--- src/design/assert_macros.svh ---
// ---------------------------------------------------------------------------
// Assertion macros
// Shared concurrent assertion wrappers for the line rasterizer RTL.
// ---------------------------------------------------------------------------
`ifndef ASSERT_MACROS_SVH
`define ASSERT_MACROS_SVH

// Check a property on every rising edge, skipped while reset is held
`define BRL_ASSERT(name, clk, rstn, prop, msg) \
    name: assert property (@(posedge clk) disable iff (!rstn) prop) else $error(msg);

// Check a property on every rising edge, reset included
`define BRL_ASSERT_ALWAYS(name, clk, prop, msg) \
    name: assert property (@(posedge clk) prop) else $error(msg);

`endif

--- src/design/brl_pkg.sv ---
// ---------------------------------------------------------------------------
// brl_pkg
// Types and constants shared by the line rasterizer controller and datapath.
// ---------------------------------------------------------------------------
package brl_pkg;

    // Width of every coordinate field on the stream ports
    localparam int COORD_W = 6;

    // Packed stream widths, padded to whole bytes
    localparam int S_TDATA_W = 24;
    localparam int M_TDATA_W = 16;

    // Commands from the controller to the datapath
    typedef struct packed {
        logic load;     // capture the request endpoints
        logic setup;    // compute deltas, decision term and step count
        logic step;     // advance to the next pixel
    } brl_cmd_t;

    // Status from the datapath to the controller
    typedef struct packed {
        logic last;     // current pixel is the final one of the line
        logic bad;      // request runs in the wrong direction
    } brl_stat_t;

endpackage

--- src/design/brl_ctrl.sv ---
// ---------------------------------------------------------------------------
// brl_ctrl
// Controller: accepts a line request, runs a setup state, then hands out
// one pixel beat per cycle that the result side takes.
// ---------------------------------------------------------------------------
`include "assert_macros.svh"

module brl_ctrl
    import brl_pkg::*;
(
    input  logic      aclk,
    input  logic      aresetn,
    input  logic      s_tvalid,
    output logic      s_tready,
    output logic      m_tvalid,
    input  logic      m_tready,
    input  brl_stat_t stat,
    output brl_cmd_t  cmd
);

    localparam logic [1:0] ST_IDLE  = 2'd0;
    localparam logic [1:0] ST_SETUP = 2'd1;
    localparam logic [1:0] ST_RUN   = 2'd2;

    logic [1:0] state_reg;
    logic [1:0] state_next;

    // Next state and datapath commands
    always_comb begin
        state_next = state_reg;
        cmd        = '0;
        s_tready   = 1'b0;
        m_tvalid   = 1'b0;
        unique case (state_reg)
            ST_IDLE: begin
                s_tready = 1'b1;
                if (s_tvalid) begin
                    cmd.load   = 1'b1;
                    state_next = ST_SETUP;
                end
            end
            ST_SETUP: begin
                cmd.setup  = 1'b1;
                state_next = ST_RUN;
            end
            ST_RUN: begin
                m_tvalid = 1'b1;
                if (m_tready) begin
                    if (stat.last) begin
                        state_next = ST_IDLE;
                    end else begin
                        cmd.step = 1'b1;
                    end
                end
            end
            default: begin
                state_next = ST_IDLE;
            end
        endcase
    end

    // Hold or advance the state
    always_ff @(posedge aclk) begin
        if (!aresetn) begin
            state_reg <= ST_IDLE;
        end else begin
            state_reg <= state_next;
        end
    end

    `BRL_ASSERT(a_no_overlap, aclk, aresetn, !(s_tready && m_tvalid), "request taken while a pixel is out")
    `BRL_ASSERT(a_setup_follows, aclk, aresetn, (s_tvalid && s_tready) |=> (state_reg == ST_SETUP), "no setup after accept")
    `BRL_ASSERT(a_run_follows, aclk, aresetn, (state_reg == ST_SETUP) |=> m_tvalid, "no pixel after setup")
    `BRL_ASSERT(a_bad_single, aclk, aresetn, (m_tvalid && stat.bad) |-> stat.last, "wrong-direction line not single pixel")

endmodule

--- src/design/brl_dp.sv ---
// ---------------------------------------------------------------------------
// brl_dp
// Datapath: endpoint registers, decision term, step counter and the current
// pixel, which drives the result beat directly.
// ---------------------------------------------------------------------------
`include "assert_macros.svh"

module brl_dp
    import brl_pkg::*;
#(
    parameter int COORD_BITS = 6
) (
    input  logic               aclk,
    input  logic               aresetn,
    input  brl_cmd_t           cmd,
    output brl_stat_t          stat,
    input  logic [COORD_W-1:0] x_start,
    input  logic [COORD_W-1:0] y_start,
    input  logic [COORD_W-1:0] x_end,
    input  logic [COORD_W-1:0] y_end,
    output logic [COORD_W-1:0] pixel_x,
    output logic [COORD_W-1:0] pixel_y
);

    localparam int CB = COORD_BITS;
    localparam int PW = COORD_BITS + 2;

    logic [CB-1:0]        x_reg;
    logic [CB-1:0]        y_reg;
    logic [CB-1:0]        xe_reg;
    logic [CB-1:0]        ye_reg;
    logic [CB-1:0]        rem_reg;
    logic                 bad_reg;
    logic                 shallow_reg;
    logic signed [PW-1:0] p_reg;
    logic signed [PW-1:0] inc_lo_reg;
    logic signed [PW-1:0] inc_hi_reg;

    logic [CB-1:0]        dx;
    logic [CB-1:0]        dy;
    logic [CB-1:0]        dmaj;
    logic [CB-1:0]        dmin;
    logic                 bad;
    logic                 shallow;
    logic signed [PW-1:0] dmin2;
    logic signed [PW-1:0] dmaj2;
    logic signed [PW-1:0] p_init;
    logic                 minor_step;

    // Deltas and initial decision term from the captured endpoints
    always_comb begin
        bad     = (xe_reg < x_reg) || (ye_reg < y_reg);
        dx      = xe_reg - x_reg;
        dy      = ye_reg - y_reg;
        shallow = dy < dx;
        dmaj    = shallow ? dx : dy;
        dmin    = shallow ? dy : dx;
        dmin2   = {1'b0, dmin, 1'b0};
        dmaj2   = {1'b0, dmaj, 1'b0};
        p_init  = dmin2 - PW'(dmaj);
    end

    // Step the minor axis when the decision term is non-negative
    assign minor_step = !p_reg[PW-1];

    // Capture, set up and advance the line
    always_ff @(posedge aclk) begin
        if (cmd.load) begin
            x_reg  <= x_start[CB-1:0];
            y_reg  <= y_start[CB-1:0];
            xe_reg <= x_end[CB-1:0];
            ye_reg <= y_end[CB-1:0];
        end
        if (cmd.setup) begin
            bad_reg     <= bad;
            shallow_reg <= shallow;
            p_reg       <= p_init;
            inc_lo_reg  <= dmin2;
            inc_hi_reg  <= dmin2 - dmaj2;
            rem_reg     <= bad ? '0 : dmaj;
        end
        if (cmd.step) begin
            rem_reg <= rem_reg - 1'b1;
            p_reg   <= p_reg + (minor_step ? inc_hi_reg : inc_lo_reg);
            if (shallow_reg) begin
                x_reg <= x_reg + 1'b1;
                if (minor_step) begin
                    y_reg <= y_reg + 1'b1;
                end
            end else begin
                y_reg <= y_reg + 1'b1;
                if (minor_step) begin
                    x_reg <= x_reg + 1'b1;
                end
            end
        end
    end

    assign stat.last = (rem_reg == '0);
    assign stat.bad  = bad_reg;
    assign pixel_x   = COORD_W'(x_reg);
    assign pixel_y   = COORD_W'(y_reg);

    `BRL_ASSERT(a_step_in_range, aclk, aresetn, cmd.step |-> (rem_reg != '0), "step past the end pixel")
    `BRL_ASSERT(a_count_down, aclk, aresetn, cmd.step |=> (rem_reg == $past(rem_reg) - 1'b1), "step counter slipped")
    `BRL_ASSERT(a_major_moves, aclk, aresetn, (cmd.step && shallow_reg) |=> (x_reg == $past(x_reg) + 1'b1), "major axis did not advance")

endmodule

--- src/design/bresenham_line_rasterizer_top.sv ---
// ---------------------------------------------------------------------------
// bresenham_line_rasterizer_top
// Integer Bresenham line rasterizer: one line request in, every pixel of
// the line out in order, the final pixel marked.
//
//   channel  | dir | beat contents
//   ---------+-----+--------------------------------------------------
//   s_ (req) | in  | x_start, y_start, x_end, y_end
//   m_ (pix) | out | pixel_x, pixel_y; tlast = last_pixel; tuser = bad
//
// A line of N pixels (N = max(dx, dy) + 1, at most 2**COORD_BITS) is
// accepted, set up in a setup state for the decision term, then sent
// one pixel per cycle, while taken, from the datapath's single step loop.
// A new request is taken only after the final pixel beat has been taken.
// Result backpressure holds the current pixel and freezes the step loop.
// Reset is synchronous, active low, and returns the controller to idle.
// ---------------------------------------------------------------------------
module bresenham_line_rasterizer_top
    import brl_pkg::*;
#(
    parameter int COORD_BITS = 6
) (
    input  logic                 aclk,
    input  logic                 aresetn,
    input  logic                 s_tvalid,
    output logic                 s_tready,
    // x_start[5:0], y_start[11:6], x_end[17:12], y_end[23:18]
    input  logic [S_TDATA_W-1:0] s_tdata,
    output logic                 m_tvalid,
    input  logic                 m_tready,
    // pixel_x[5:0], pixel_y[11:6], zero[15:12]
    output logic [M_TDATA_W-1:0] m_tdata,
    output logic                 m_tlast,
    // bad_direction[0]
    output logic                 m_tuser
);

    brl_cmd_t           cmd;
    brl_stat_t          stat;
    logic [COORD_W-1:0] pixel_x;
    logic [COORD_W-1:0] pixel_y;

    brl_ctrl u_ctrl (
        .aclk     (aclk),
        .aresetn  (aresetn),
        .s_tvalid (s_tvalid),
        .s_tready (s_tready),
        .m_tvalid (m_tvalid),
        .m_tready (m_tready),
        .stat     (stat),
        .cmd      (cmd)
    );

    brl_dp #(
        .COORD_BITS (COORD_BITS)
    ) u_dp (
        .aclk    (aclk),
        .aresetn (aresetn),
        .cmd     (cmd),
        .stat    (stat),
        .x_start (s_tdata[COORD_W-1:0]),
        .y_start (s_tdata[2*COORD_W-1:COORD_W]),
        .x_end   (s_tdata[3*COORD_W-1:2*COORD_W]),
        .y_end   (s_tdata[4*COORD_W-1:3*COORD_W]),
        .pixel_x (pixel_x),
        .pixel_y (pixel_y)
    );

    // Pack the pixel beat
    assign m_tdata = M_TDATA_W'({pixel_y, pixel_x});
    assign m_tlast = stat.last;
    assign m_tuser = stat.bad;

endmodule

--- config.mk ---
export PLATFORM = sky130hd
export DESIGN_NAME = bresenham_line_rasterizer_top
export DESIGN_NICKNAME = d
export VERILOG_FILES = /design/src/design/brl_pkg.sv /design/src/design/brl_ctrl.sv /design/src/design/brl_dp.sv /design/src/design/bresenham_line_rasterizer_top.sv
export VERILOG_INCLUDE_DIRS = /design/src /design/src/design
export SDC_FILE = /design/constraint.sdc
export NUM_CORES = 1
export LEC_CHECK = 0
export ABC_CLOCK_PERIOD_IN_PS = 5500
export BUFFER_PORTS_ARGS = -buffer_cell sky130_fd_sc_hd__buf_2
export CORE_ASPECT_RATIO = 1.5
export CORE_MARGIN = 3
export CORE_UTILIZATION = 59
export CTS_CLUSTER_DIAMETER = 80
export DETAILED_ROUTE_END_ITERATION = 10
export PLACE_DENSITY = 0.83
export SLEW_MARGIN = 20
export SYNTH_ARGS = -nofsm -noshare
export SYNTH_HDL_FRONTEND = slang
export SYNTH_SLANG_ARGS = --single-unit
--- constraint.sdc ---
create_clock -name aclk -period 5.5 [get_ports aclk]
set_clock_uncertainty 0.2 [all_clocks]
set_input_delay 1.1 -clock aclk [delete_from_list [all_inputs] [get_ports aclk]]
set_output_delay 1.1 -clock aclk [all_outputs]
set_load 0.02 [all_outputs]
==> results of run 1 <==
==> routing by layer <==
layer,part of all wire,GRT usage,up-vias
met5,0,0,-
met4,0.039,0.114,0
met3,0.030,0.0337,24
met2,0.55,0.428,77
met1,0.38,0.239,1437
li1,-,-,1585
==> critical path, stage by stage (launching register included) <==
cell and delay, ns:
dfxtp_1 0.42, ha_1 0.20, inv_1 0.05, fa_1 0.56
inv_1 0.09, ha_1 0.31, nor2b_1 0.14, o21a_1 0.17
o21a_1 0.17, o22ai_2 0.24, a31oi_4 0.18, buf_12 0.18
mux2i_1 0.17, fa_1 0.49, a21oi_1 0.22, a21oi_1 0.09
mux2i_1 0.26, nor3_1 0.10, or4_1 0.49, a31oi_1 0.18
==> synthesized netlist by cell type (3+ instances only) <==
cell      count  area, µm²
nor2b_1       8       50.1
o21ai_1       3       15.0
or2_2         3       18.8
nand2_1      34        128
ha_1         30        375
nand3_1       7       35.0
and3_1        4       25.0
o21ai_0      20        100
fa_1          4       80.1
o22ai_1       8       50.1
a21oi_1      28        140
dfxtp_1      14        280
nor3_1        8       40.0
nand3b_1      3       22.5
mux2i_1       6       60.1
xnor2_1      18        158
o31ai_1       3       22.5
nor2_1       41        154
mux2_2        5       56.3
a21o_1        6       45.0
edfxtp_1     40       1200
nand2b_1     10       62.6
inv_1        39        146
a311oi_1      3       26.3
o21a_1        3       22.5
clkbuf_1      9       33.8
nand4_1       3       18.8
and2_1        4       25.0
a31oi_1       5       31.3
a211oi_1      5       37.5
buf_4         4       30.0
xor2_1        8       70.1
==> per-stage QoR <==
stage / util / hold slack (ns) / total power [mW] / setup slack (ns)
floorplan: - / 0.373 / 2.38 / 0.508
global placement: 0.664 / 0.308 / 2.78 / 0.413
detailed placement: 0.664 / 0.314 / 2.84 / 0.198
CTS: 0.679 / 0.335 / 3.08 / 0.126
global route: 0.687 / 0.355 / 3.45 / 0.0142
finish: 0.687 / 0.339 / 3.19 / 0.424
==> cell families (layout without fill, tap and decap cells) <==
group / Yosys count / after routing / share of synthesized area
AO/OA/AOI/OAI: 105 / 105 / 0.189
XOR/XNOR: 26 / 26 / 0.0588
adder cells (fa/ha/maj): 34 / 34 / 0.118
buffers and inverters: 54 / 100 / 0.0569
flip-flops: 54 / 54 / 0.383
multiplexers: 11 / 11 / 0.0301
other: 1 / 4 / 0.000969
AND/OR/NAND/NOR: 133 / 133 / 0.164
==> power by group through the flow <==
| stage | Sequential [mW] | Combinational [mW] | Clock, mW |
|---|---|---|---|
| after floorplan | 0.722 | 1.65 | 0 |
| after global placement | 0.715 | 2.06 | 0 |
| after detailed placement | 0.721 | 2.12 | 0 |
| after CTS | 0.712 | 2.14 | 0.235 |
| after global routing | 0.724 | 2.48 | 0.248 |
| final | 0.710 | 2.25 | 0.231 |
==> cell type report <==
class                   count  share of cell area
well taps                  74              0.0215
multi-input cells         313               0.509
flip-flops and latches     54               0.345
repair buffers             51              0.0669
inverters                  41              0.0364
clock buffers               5              0.0160
clock inverters             3             0.00582
==> worst max path at each step <==
stage,start,to,slack (ns)
after detailed placement,u_dp.pixel_y[1],u_dp.p_reg[6],0.20
final,u_dp.pixel_x[0],u_dp.p_reg[6],0.42
after floorplan,u_dp.pixel_x[0],u_dp.p_reg[6],0.51
after CTS,u_dp.pixel_y[1],u_dp.p_reg[6],0.13
after global placement,u_dp.pixel_y[1],u_dp.p_reg[6],0.41
after global routing,u_dp.pixel_x[0],u_dp.p_reg[6],0.01
==> what timing repair did <==
item	CTS	global route
endpoints found under the hold margin	0	0
gates resized for setup	0	1
setup endpoints to repair	0	3
setup buffers	0	4
==> results by group, run 1 <==
Placement
  • Placed instance area: between 4000 and 5000 µm²
  • Dpl hpwl: 6.79 mm
  • Post-Place Cells: 529
  • Routability cong.: 1.07
  • I/O Buffers: 43

Die
  • Die area: 7590 µm²
  • Starting Density: 0.618
  • Row count: 35
  • Die H: 105 µm
  • Die Width: 72.1 µm
  • Core ar.: 6260 µm²
  • Ports: 48

Finish
  • Finished Cell Area: 4300 µm²
  • Register area: 1480 µm²
  • Most common cell after layout, fill and taps aside: buf_2
  • Layout area overhead: 11.1%
  • Fin nets: 528
  • FILL cells: approximately 500
  • Share of cells above drive strength 1: 0.161
  • Most frequent cells in the layout: buf_2, nor2_1, edfxtp_1, inv_1, nand2_1
  • Antenna cells: 0
  • Area of the multi-input gates: 2190 µm²
  • Final Non-Filler Cells: approximately 540

Routing
  • Vias: 3123
  • Initial drt markers: 182
  • DR pass1 iterations: 4
  • Post-DRT Antenna Nets: 0
  • Wirelength per Cell: 15.6 µm
  • Vias per cell: a little under 6
  • # DRC: 0
  • Total wire length: between 8 and 9 mm

Clocking
  • Clk root buf: clkbuf_8
  • Clk Latency, worst-skew pair: 0.32 ns
  • Htree depth: 2
  • CTS buffer count: 5
  • CTS clock-pin slew for the worst setup and hold paths: 0.10 ns
  • CTS sink cnt: 54
  • CTS tree: done
  • CTS Buffer Depth: 2
  • Cts hold-fix bufs: 0

Global routing
  • First-pass GRT wire length: around 14 mm
  • Initial antenna violation count: 0
  • GRT overflow: 0
  • Total GRT Usage: 0.230
  • Largest net degree at the start of global routing: 21
  • Number of global-route vias before repair: 3066

Power and ir drop
  • Sequential share of power: 0.223
  • Gate power share: 0.705
  • Lkg Pwr: 1.87 nW
  • Clk pwr share: 0.072
  • Switching Share: 0.463
  • Max VDD drop: 358 µV
  • Pint: 1.71 mW
  • Pwr Density: between 700 and 800 nW/µm²
  • Net load switching power: 1.47 mW

Worst setup path
  • Crit Path Category: flip-flop to flip-flop
  • CP arrival: a little over 5 ns
  • Worst r2r path cells: 19
  • Worst Path Required: 5.46 ns
  • Worst setup SP type: flip-flop
  • Worst R2R End: u_dp.p_reg[6]
  • CP max FO: 10
  • Register-to-Register Setup Slack: 0.42 ns
  • Reg-to-reg critical path startpoint: u_dp.pixel_x[0]
  • Crit. End Element: flip-flop

Logic synthesis
  • Mapped Avg Cell Area: around 9.3 µm²
  • Post-synthesis cell count: 418
  • Mapped Area: 3870 µm²
  • Synth Register Bits: 54
  • Asr flop ratio synth: 0
  • Synth unique cells: 59
  • Syn. warnings: 0
  • EDFF count, synth: 40
  • Primary FF master, synth: edfxtp_1
  • Sequential area share after synthesis: 0.383

Min path
  • Hold path cells: 2
  • Hold Path Class: flip-flop to flip-flop
  • Hold wc startpoint: u_dp.pixel_y[4]
  • Hold endpoint: u_dp.pixel_y[4]

STA
  • Setup-failing EPs final: 0
  • RSZ-0062 raised after global routing: no
  • F_max: 0.197 GHz
  • Min Tclk post-route: 5.08 ns
  • Final Hold Viols: 0
  • Worst-Margin Slew: 0.828 ns
  • Max Slew Vio Count: 0
  • Tcrit/Tclk final: 0.923
  • Setup TNS: 0 ns
  • Relative slew slack: 0.448

Run
  • Max-Cap Viols: 0

Status
  • Status: finished clean
Note: power is estimated with default switching activity, not from simulation.
==> run 2, diff against run 1 <==
GPL_TIMING_DRIVEN = 0   (was default)
==> run 2 against run 1 <==
Effect of this change:
- power fell by 0.14%
- sequential share of layout area down 0.40 points
- highest routed layer unchanged
- count of clock-buffer cells in the layout is 1 higher
==> results by group, run 2 (same netlist as run 1, synthesis figures left out) <==
Clocking
  • Clk Latency, worst-skew pair: 0.30 ns (-0.02 ns)
  • Htree depth: 2 (unchanged)
  • Cts hold-fix bufs: 0 (unchanged)
  • CTS buffer count: 5 (unchanged)
  • CTS sink cnt: 54 (unchanged)
  • CTS clock-pin slew for the worst setup and hold paths: 0.09 ns (about the same)
  • CTS Buffer Depth: 2 (unchanged)
  • CTS tree: done
  • Clk root buf: clkbuf_8

Routing
  • # DRC: 0 (unchanged)
  • Post-DRT Antenna Nets: 0 (unchanged)
  • Wirelength per Cell: 15.2 µm (-2.5%)
  • Vias per cell: 5.79 (+0.33%)
  • Initial drt markers: 163 (-10%)
  • Vias: 3174 (+1.6%)
  • DR pass1 iterations: 5 (+1)
  • Total wire length: 8.36 mm (-1.2%)

Global routing
  • GRT overflow: 0 (unchanged)
  • Largest net degree at the start of global routing: 21 (unchanged)
  • First-pass GRT wire length: 14.2 mm (+3.4%)
  • Total GRT Usage: 0.236 (+0.00630)
  • Initial antenna violation count: 0 (unchanged)
  • Number of global-route vias before repair: 3212 (+4.8%)

Placement
  • I/O Buffers: 43 (unchanged)
  • Routability cong.: 0.954 (-11%)
  • Dpl hpwl: 6.87 mm (+1.1%)
  • Placed instance area: 4190 µm² (+0.87%)

STA
  • F_max: 0.193 GHz (-2.0%)
  • Tcrit/Tclk final: 0.942 (+0.0189)
  • Worst-Margin Slew: 0.864 ns (+0.0360 ns)
  • Max Slew Vio Count: 0 (unchanged)
  • Setup TNS: 0 ns (unchanged)
  • Min Tclk post-route: 5.18 ns (+0.104 ns)
  • Setup-failing EPs final: 0 (unchanged)
  • Relative slew slack: 0.421 (-0.0266)
  • Final Hold Viols: 0 (unchanged)

Status
  • Status: finished clean

Power and ir drop
  • Pwr Density: 730 nW/µm² (-1.5%)
  • Lkg Pwr: 1.89 nW (+0.84%)
  • Max VDD drop: 416 µV (+16%)

Finish
  • Layout area overhead: 12.6%
  • Most common cell after layout, fill and taps aside: buf_2
  • Most frequent cells in the layout: buf_2, nor2_1, edfxtp_1, inv_1, nand2_1
  • Fin nets: 535 (+1.3%)
  • Finished Cell Area: 4360 µm² (+1.3%)
  • Share of cells above drive strength 1: 0.177 (+0.0166)
  • Antenna cells: 0 (unchanged)

Die
  • Row count: 35 (unchanged)
  • Core ar.: 6260 µm² (unchanged)
  • Die H: 105 µm (unchanged)
  • Starting Density: 0.618 (unchanged)
  • Die area: 7590 µm² (unchanged)
  • Ports: 48 (unchanged)
  • Die Width: 72.1 µm (unchanged)

Worst setup path
  • Crit. End Element: flip-flop
  • CP max FO: 10 (unchanged)
  • Worst Path Required: 5.45 ns (about the same)
  • Worst r2r path cells: 21 (+2)
  • CP arrival: 5.13 ns (+0.09 ns)
  • Worst setup SP type: flip-flop
  • Crit Path Category: flip-flop to flip-flop

Min path
  • Hold path cells: 2 (unchanged)
  • Hold Path Class: flip-flop to flip-flop

Run
  • Max-Cap Viols: 0 (unchanged)
## run 2: cell types whose count changed in the layout (fill, tap and decap cells not counted), sizes merged
cell	change
clkinvlp	-1
buf	-1
clkinv	+1
clkbuf	+9
inv	-1
## run 2: layer usage
layer  GRT usage  part of all wire  vias to the layer above
met2       0.443              0.55                       82
met1       0.233              0.36                     1467
met5           0                 0                        -
met3      0.0346             0.034                       26
met4       0.137             0.052                        0
li1            -                 -                     1599
## run 2: cell type report
class	instances	area [µm²]
Multi-Input combinational cell	313	2240
Fill cell	508	1910
Sequential cell	54	1480
Timing Repair Buffer	46	238
Inverter	41	156
Tap cell	74	92.6
Clock buffer	6	72.6
Buffer	12	63.8
Clock inverter	2	13.8
## run 2: path summary, 6_finish.rpt
path / startpoint / slack [ns] / end
min: u_dp.pixel_x[4] / 0.34 / u_dp.pixel_x[4]
min reg2reg: u_dp.pixel_x[4] / 0.34 / u_dp.pixel_x[4]
max: u_dp.xe_reg[0] / 0.32 / u_dp.p_reg[6]
max reg2reg: u_dp.xe_reg[0] / 0.32 / u_dp.p_reg[6]
## run 2: repair_timing
item / 4_1_cts / 5_1_grt
endpoints found under the setup margin: 4 / 4
pin swaps: 0 / 1
gates resized for setup: 3 / 12
buffers inserted: 0 / 3
## run 2: critical path, cell delays in order, from the launching register on
cell      delay [ns]
edfxtp_1        0.37
inv_1           0.06
ha_1            0.17
inv_1           0.06
fa_2            0.60
inv_1           0.09
ha_1            0.31
nor2b_1         0.14
o21a_1          0.16
o21a_1          0.20
o22ai_4         0.22
a31oi_4         0.17
clkbuf_4        0.22
nand2_1         0.07
o21ai_0         0.16
fa_1            0.44
a21oi_1         0.23
a21oi_1         0.12
mux2i_2         0.24
nor3_1          0.10
or4_1           0.50
a31oi_1         0.18
## run 2: stage by stage
step | setup WS [ns] | instances | util | total power, mW | hold slack (ns)
global placement | -0.225 | 538 | 0.669 | 2.74 | 0.308
global route | -0.00178 | 548 | 0.696 | 3.49 | 0.381
finish | 0.320 | 548 | 0.696 | 3.18 | 0.339
floorplan | 0.508 | 421 | - | 2.38 | 0.373
CTS | 0.00654 | 545 | 0.685 | 3.07 | 0.340
detailed placement | -0.372 | 538 | 0.669 | 2.84 | 0.325
## run 2: power by group
part	leakage [nW]	switching [mW]	total (mW)	internal [mW]
clock	0.0452	0.124	0.214	0.0901
combinational	1.35	1.30	2.27	0.971
sequential	0.492	0.0502	0.700	0.650
==> run 3, diff against run 2 <==
ABC_AREA = 1   (was default)
CORE_UTILIZATION = 61   (was 59)
CTS_BUF_LIST = sky130_fd_sc_hd__clkbuf_2   (was default)
PLACE_DENSITY = 0.85   (was 0.83)
==> run 3 against run 2 <==
Effect of this change:
- non-clock buffer count fell by 1
- utilization fell by 0.17 points
- largest power group unchanged
- critical path type unchanged
- first-iteration DRC count rose by 2.5%
- sequential share of layout area rose by 0.51 points
- power fell by 11%
==> results by group, run 3 <==
Logic synthesis
  • Sequential area share after synthesis: 0.381 (-0.00185)
  • Asr flop ratio synth: 0 (unchanged)
  • Yosys top cell by area: edfxtp_1
  • Area share of the largest cell type after synthesis: 0.309 (-0.00150)
  • Mapped Area: 3890 µm² (+0.48%)
  • Syn. warnings: 0 (unchanged)
  • EDFF count, synth: 40 (unchanged)
  • Most instantiated cells after synthesis: nand2_1, inv_1, edfxtp_1
  • Synth Register Bits: 54 (unchanged)
  • Primary FF master, synth: edfxtp_1
  • Synth unique cells: 39 (-34%)
  • Mapped Avg Cell Area: 7.94 µm² (-14%)
  • Leading post-synthesis cells by cell area: edfxtp_1, nand2_1, ha_1
  • Post-synthesis cell count: 490 (+17%)
  • Most frequent cell after synthesis: nand2_1

STA
  • Tcrit/Tclk final: 0.802 (-0.140)
  • Worst-Margin Slew: 0.809 ns (-0.0552 ns)
  • Relative slew slack: 0.460 (+0.0388)
  • Min Tclk post-route: 4.41 ns (-0.771 ns)
  • RSZ-0062 raised after global routing: no
  • F_max: 0.227 GHz (+17%)
  • Final Hold Viols: 0 (unchanged)
  • Max Slew Vio Count: 0 (unchanged)
  • Final hold slack: 0.382 ns (+0.0426 ns)
  • Setup TNS: 0 ns (unchanged)
  • Setup-failing EPs final: 0 (unchanged)

Min path
  • Hold wc startpoint: u_dp.pixel_x[1]
  • Hold path cells: 2 (unchanged)
  • Hold Path Class: flip-flop to flip-flop
  • Hold endpoint: u_dp.pixel_x[1]

Global routing
  • Largest net degree at the start of global routing: 17 (-19%)
  • Gr busiest metal: met2
  • Met1 GRT Util: 0.241 (+0.00744)
  • Initial antenna violation count: 0 (unchanged)
  • Total GRT Usage: 0.233 (-0.00234)
  • GRT overflow: 0 (unchanged)
  • Met2 usage: 0.438 (-0.00513)
  • Met3 usage: 0.0301 (-0.00455)
  • Number of global-route vias before repair: 3231 (+0.59%)
  • First-pass GRT wire length: 13.9 mm (-1.8%)

Die
  • Core ar.: 6170 µm² (-1.4%)
  • Starting Density: 0.630 (+0.0118)
  • Die area: 7390 µm² (-2.6%)
  • Die H: 104 µm (-1.3%)
  • Die Width: 71.2 µm (-1.3%)
  • Ports: 48 (unchanged)
  • Row count: 35 (unchanged)

Power and ir drop
  • Sequential share of power: 0.240 (+0.020)
  • Overall Power: 2.84 mW (-11%)
  • Gate power share: 0.688 (-0.025)
  • Lkg Pwr: 2.18 nW (+16%)
  • Pint: 1.43 mW (-17%)
  • Clk pwr share: 0.071 (+0.004)
  • Switching Share: 0.497 (+0.0352)
  • Net load switching power: 1.41 mW (-4.1%)
  • Pwr Density: 662 nW/µm² (-9.4%)
  • Max VDD drop: 339 µV (-18%)

Clocking
  • Setup Buffers After CTS: 0 (unchanged)
  • Clk root buf: clkbuf_2
  • CTS buffer count: 5 (unchanged)
  • Clk Latency, worst-skew pair: 0.45 ns (+0.15 ns)
  • Htree depth: 2 (unchanged)
  • CTS clock-pin slew for the worst setup and hold paths: 0.27 ns (+0.18 ns)
  • CTS Buffer Depth: 2 (unchanged)
  • Cts hold-fix bufs: 0 (unchanged)
  • CTS sink cnt: 54 (unchanged)
  • Post-cts resize count: 0 (-3)
  • CTS tree: done

Worst setup path
  • CP max FO: 10 (unchanged)
  • Worst Path Required: 5.56 ns (+0.11 ns)
  • Worst r2r path cells: 23 (+9.5%)
  • Reg-to-reg critical path startpoint: u_dp.pixel_x[0]
  • Crit Path Category: flip-flop to flip-flop
  • Worst R2R End: u_dp.p_reg[6]
  • Register-to-Register Setup Slack: 1.09 ns (+0.77 ns)
  • Worst setup SP type: flip-flop
  • Crit. End Element: flip-flop
  • CP arrival: 4.47 ns (-0.66 ns)

Routing
  • Post-DRT Antenna Nets: 0 (unchanged)
  • Vias per cell: 5.39 (-7.0%)
  • Initial drt markers: 167 (+2.5%)
  • Vias: 3335 (+5.1%)
  • Total wire length: 8.09 mm (-3.2%)
  • # DRC: 0 (unchanged)
  • DR pass1 iterations: 4 (-1)
  • Wirelength per Cell: 13.1 µm (-14%)

Finish
  • Most common cell after layout, fill and taps aside: nand2_1
  • Most frequent cells in the layout: nand2_1, inv_1, buf_2, edfxtp_1, ha_1
  • Antenna cells: 0 (unchanged)
  • Layout area overhead: 10.2%
  • Share of cells above drive strength 1: 0.169 (-0.00841)
  • Fin nets: 606 (+13%)
  • Final core occ: 0.694 (-0.00168)
  • Finished Cell Area: 4290 µm² (-1.6%)

Placement
  • Placed instance area: 4220 µm² (+0.63%)
  • Dpl hpwl: 6.71 mm (-2.3%)
  • Routability cong.: 0.962 (+0.84%)
  • I/O Buffers: 43 (unchanged)

Run
  • Max-Cap Viols: 0 (unchanged)

Status
  • Status: finished clean
## run 3: cell count changes after synthesis, sizes merged, moves of 10 or more
cell,previous run,this run
nand2b,10,0
inv,40,78
nand2,35,150
a21oi,28,18
nand3,7,28
xnor2,18,3
nor2,41,27
## run 3: layout make-up
cell class | count | area [µm²]
repair buffers | 44 | 223
well taps | 74 | 92.6
fillers | 506 | 1890
clock buffers | 6 | 30.0
flip-flops and latches | 54 | 1480
multi-input cells | 348 | 2050
plain buffers | 13 | 80.1
clock inverters | 2 | 37.5
inverters | 78 | 293
## run 3: metal layers
layer	part of all wire	wire, µm	vias up
met5	0	0	-
met4	0.056	454	0
met3	0.044	357	24
met2	0.53	4330	91
met1	0.36	2950	1522
li1	-	-	1698
## run 3: through the flow
stage,cells,setup slack (ns)
floorplan,493,1.47
finish,619,1.09
global route,619,0.773
detailed placement,611,1.12
CTS,619,1.06
global placement,610,1.17
## run 3: worst max-delay path by stage
stage                         start            end  slack (ns)  depth (start not counted)
global placement    u_dp.pixel_x[0]  u_dp.p_reg[6]        1.17                         23
global route        u_dp.pixel_x[0]  u_dp.p_reg[6]        0.77                         23
floorplan           u_dp.pixel_x[0]  u_dp.p_reg[6]        1.47                         23
finish              u_dp.pixel_x[0]  u_dp.p_reg[6]        1.09                         23
CTS                 u_dp.pixel_x[0]  u_dp.p_reg[6]        1.06                         23
detailed placement  u_dp.pixel_x[0]  u_dp.p_reg[6]        1.12                         23
## run 3: power groups by stage
stage                     Sequential, mW  Combinational [mW]  Clock, mW
final                              0.681                1.95      0.203
after global routing               0.690                2.23      0.223
after global placement             0.687                1.87          0
after CTS                          0.681                1.95      0.208
after detailed placement           0.691                1.93          0
after floorplan                    0.706                1.52          0
## run 3: cells by family (layout without fill, tap and decap cells)
logic type / count (synthesis) / in the layout / synth area share
adder cells (fa/ha/maj): 34 / 34 / 0.117
buffers and inverters: 91 / 143 / 0.0959
AO/OA/AOI/OAI: 72 / 72 / 0.117
AND/OR/NAND/NOR: 220 / 220 / 0.247
flip-flops: 54 / 54 / 0.381
other: 1 / 4 / 0.000964
XOR/XNOR: 18 / 18 / 0.0405
## run 3: worst max-delay path, stage by stage, from the launching register on
cell and delay [ns]:
dfxtp_1 0.49, ha_1 0.21, inv_1 0.07, fa_1 0.40, xor2_1 0.35, inv_1 0.13, ha_1 0.38, inv_1 0.08
o21bai_1 0.13, a21oi_1 0.09, nor2_2 0.15, nand2_4 0.11, nand2_4 0.11, buf_6 0.16, o21ai_2 0.13, fa_1 0.44
nand2_1 0.09, nand2_1 0.05, nand2_1 0.06, nand2_1 0.08, nand2_1 0.10, nand3_1 0.07, nand3_1 0.08, nand2_1 0.05
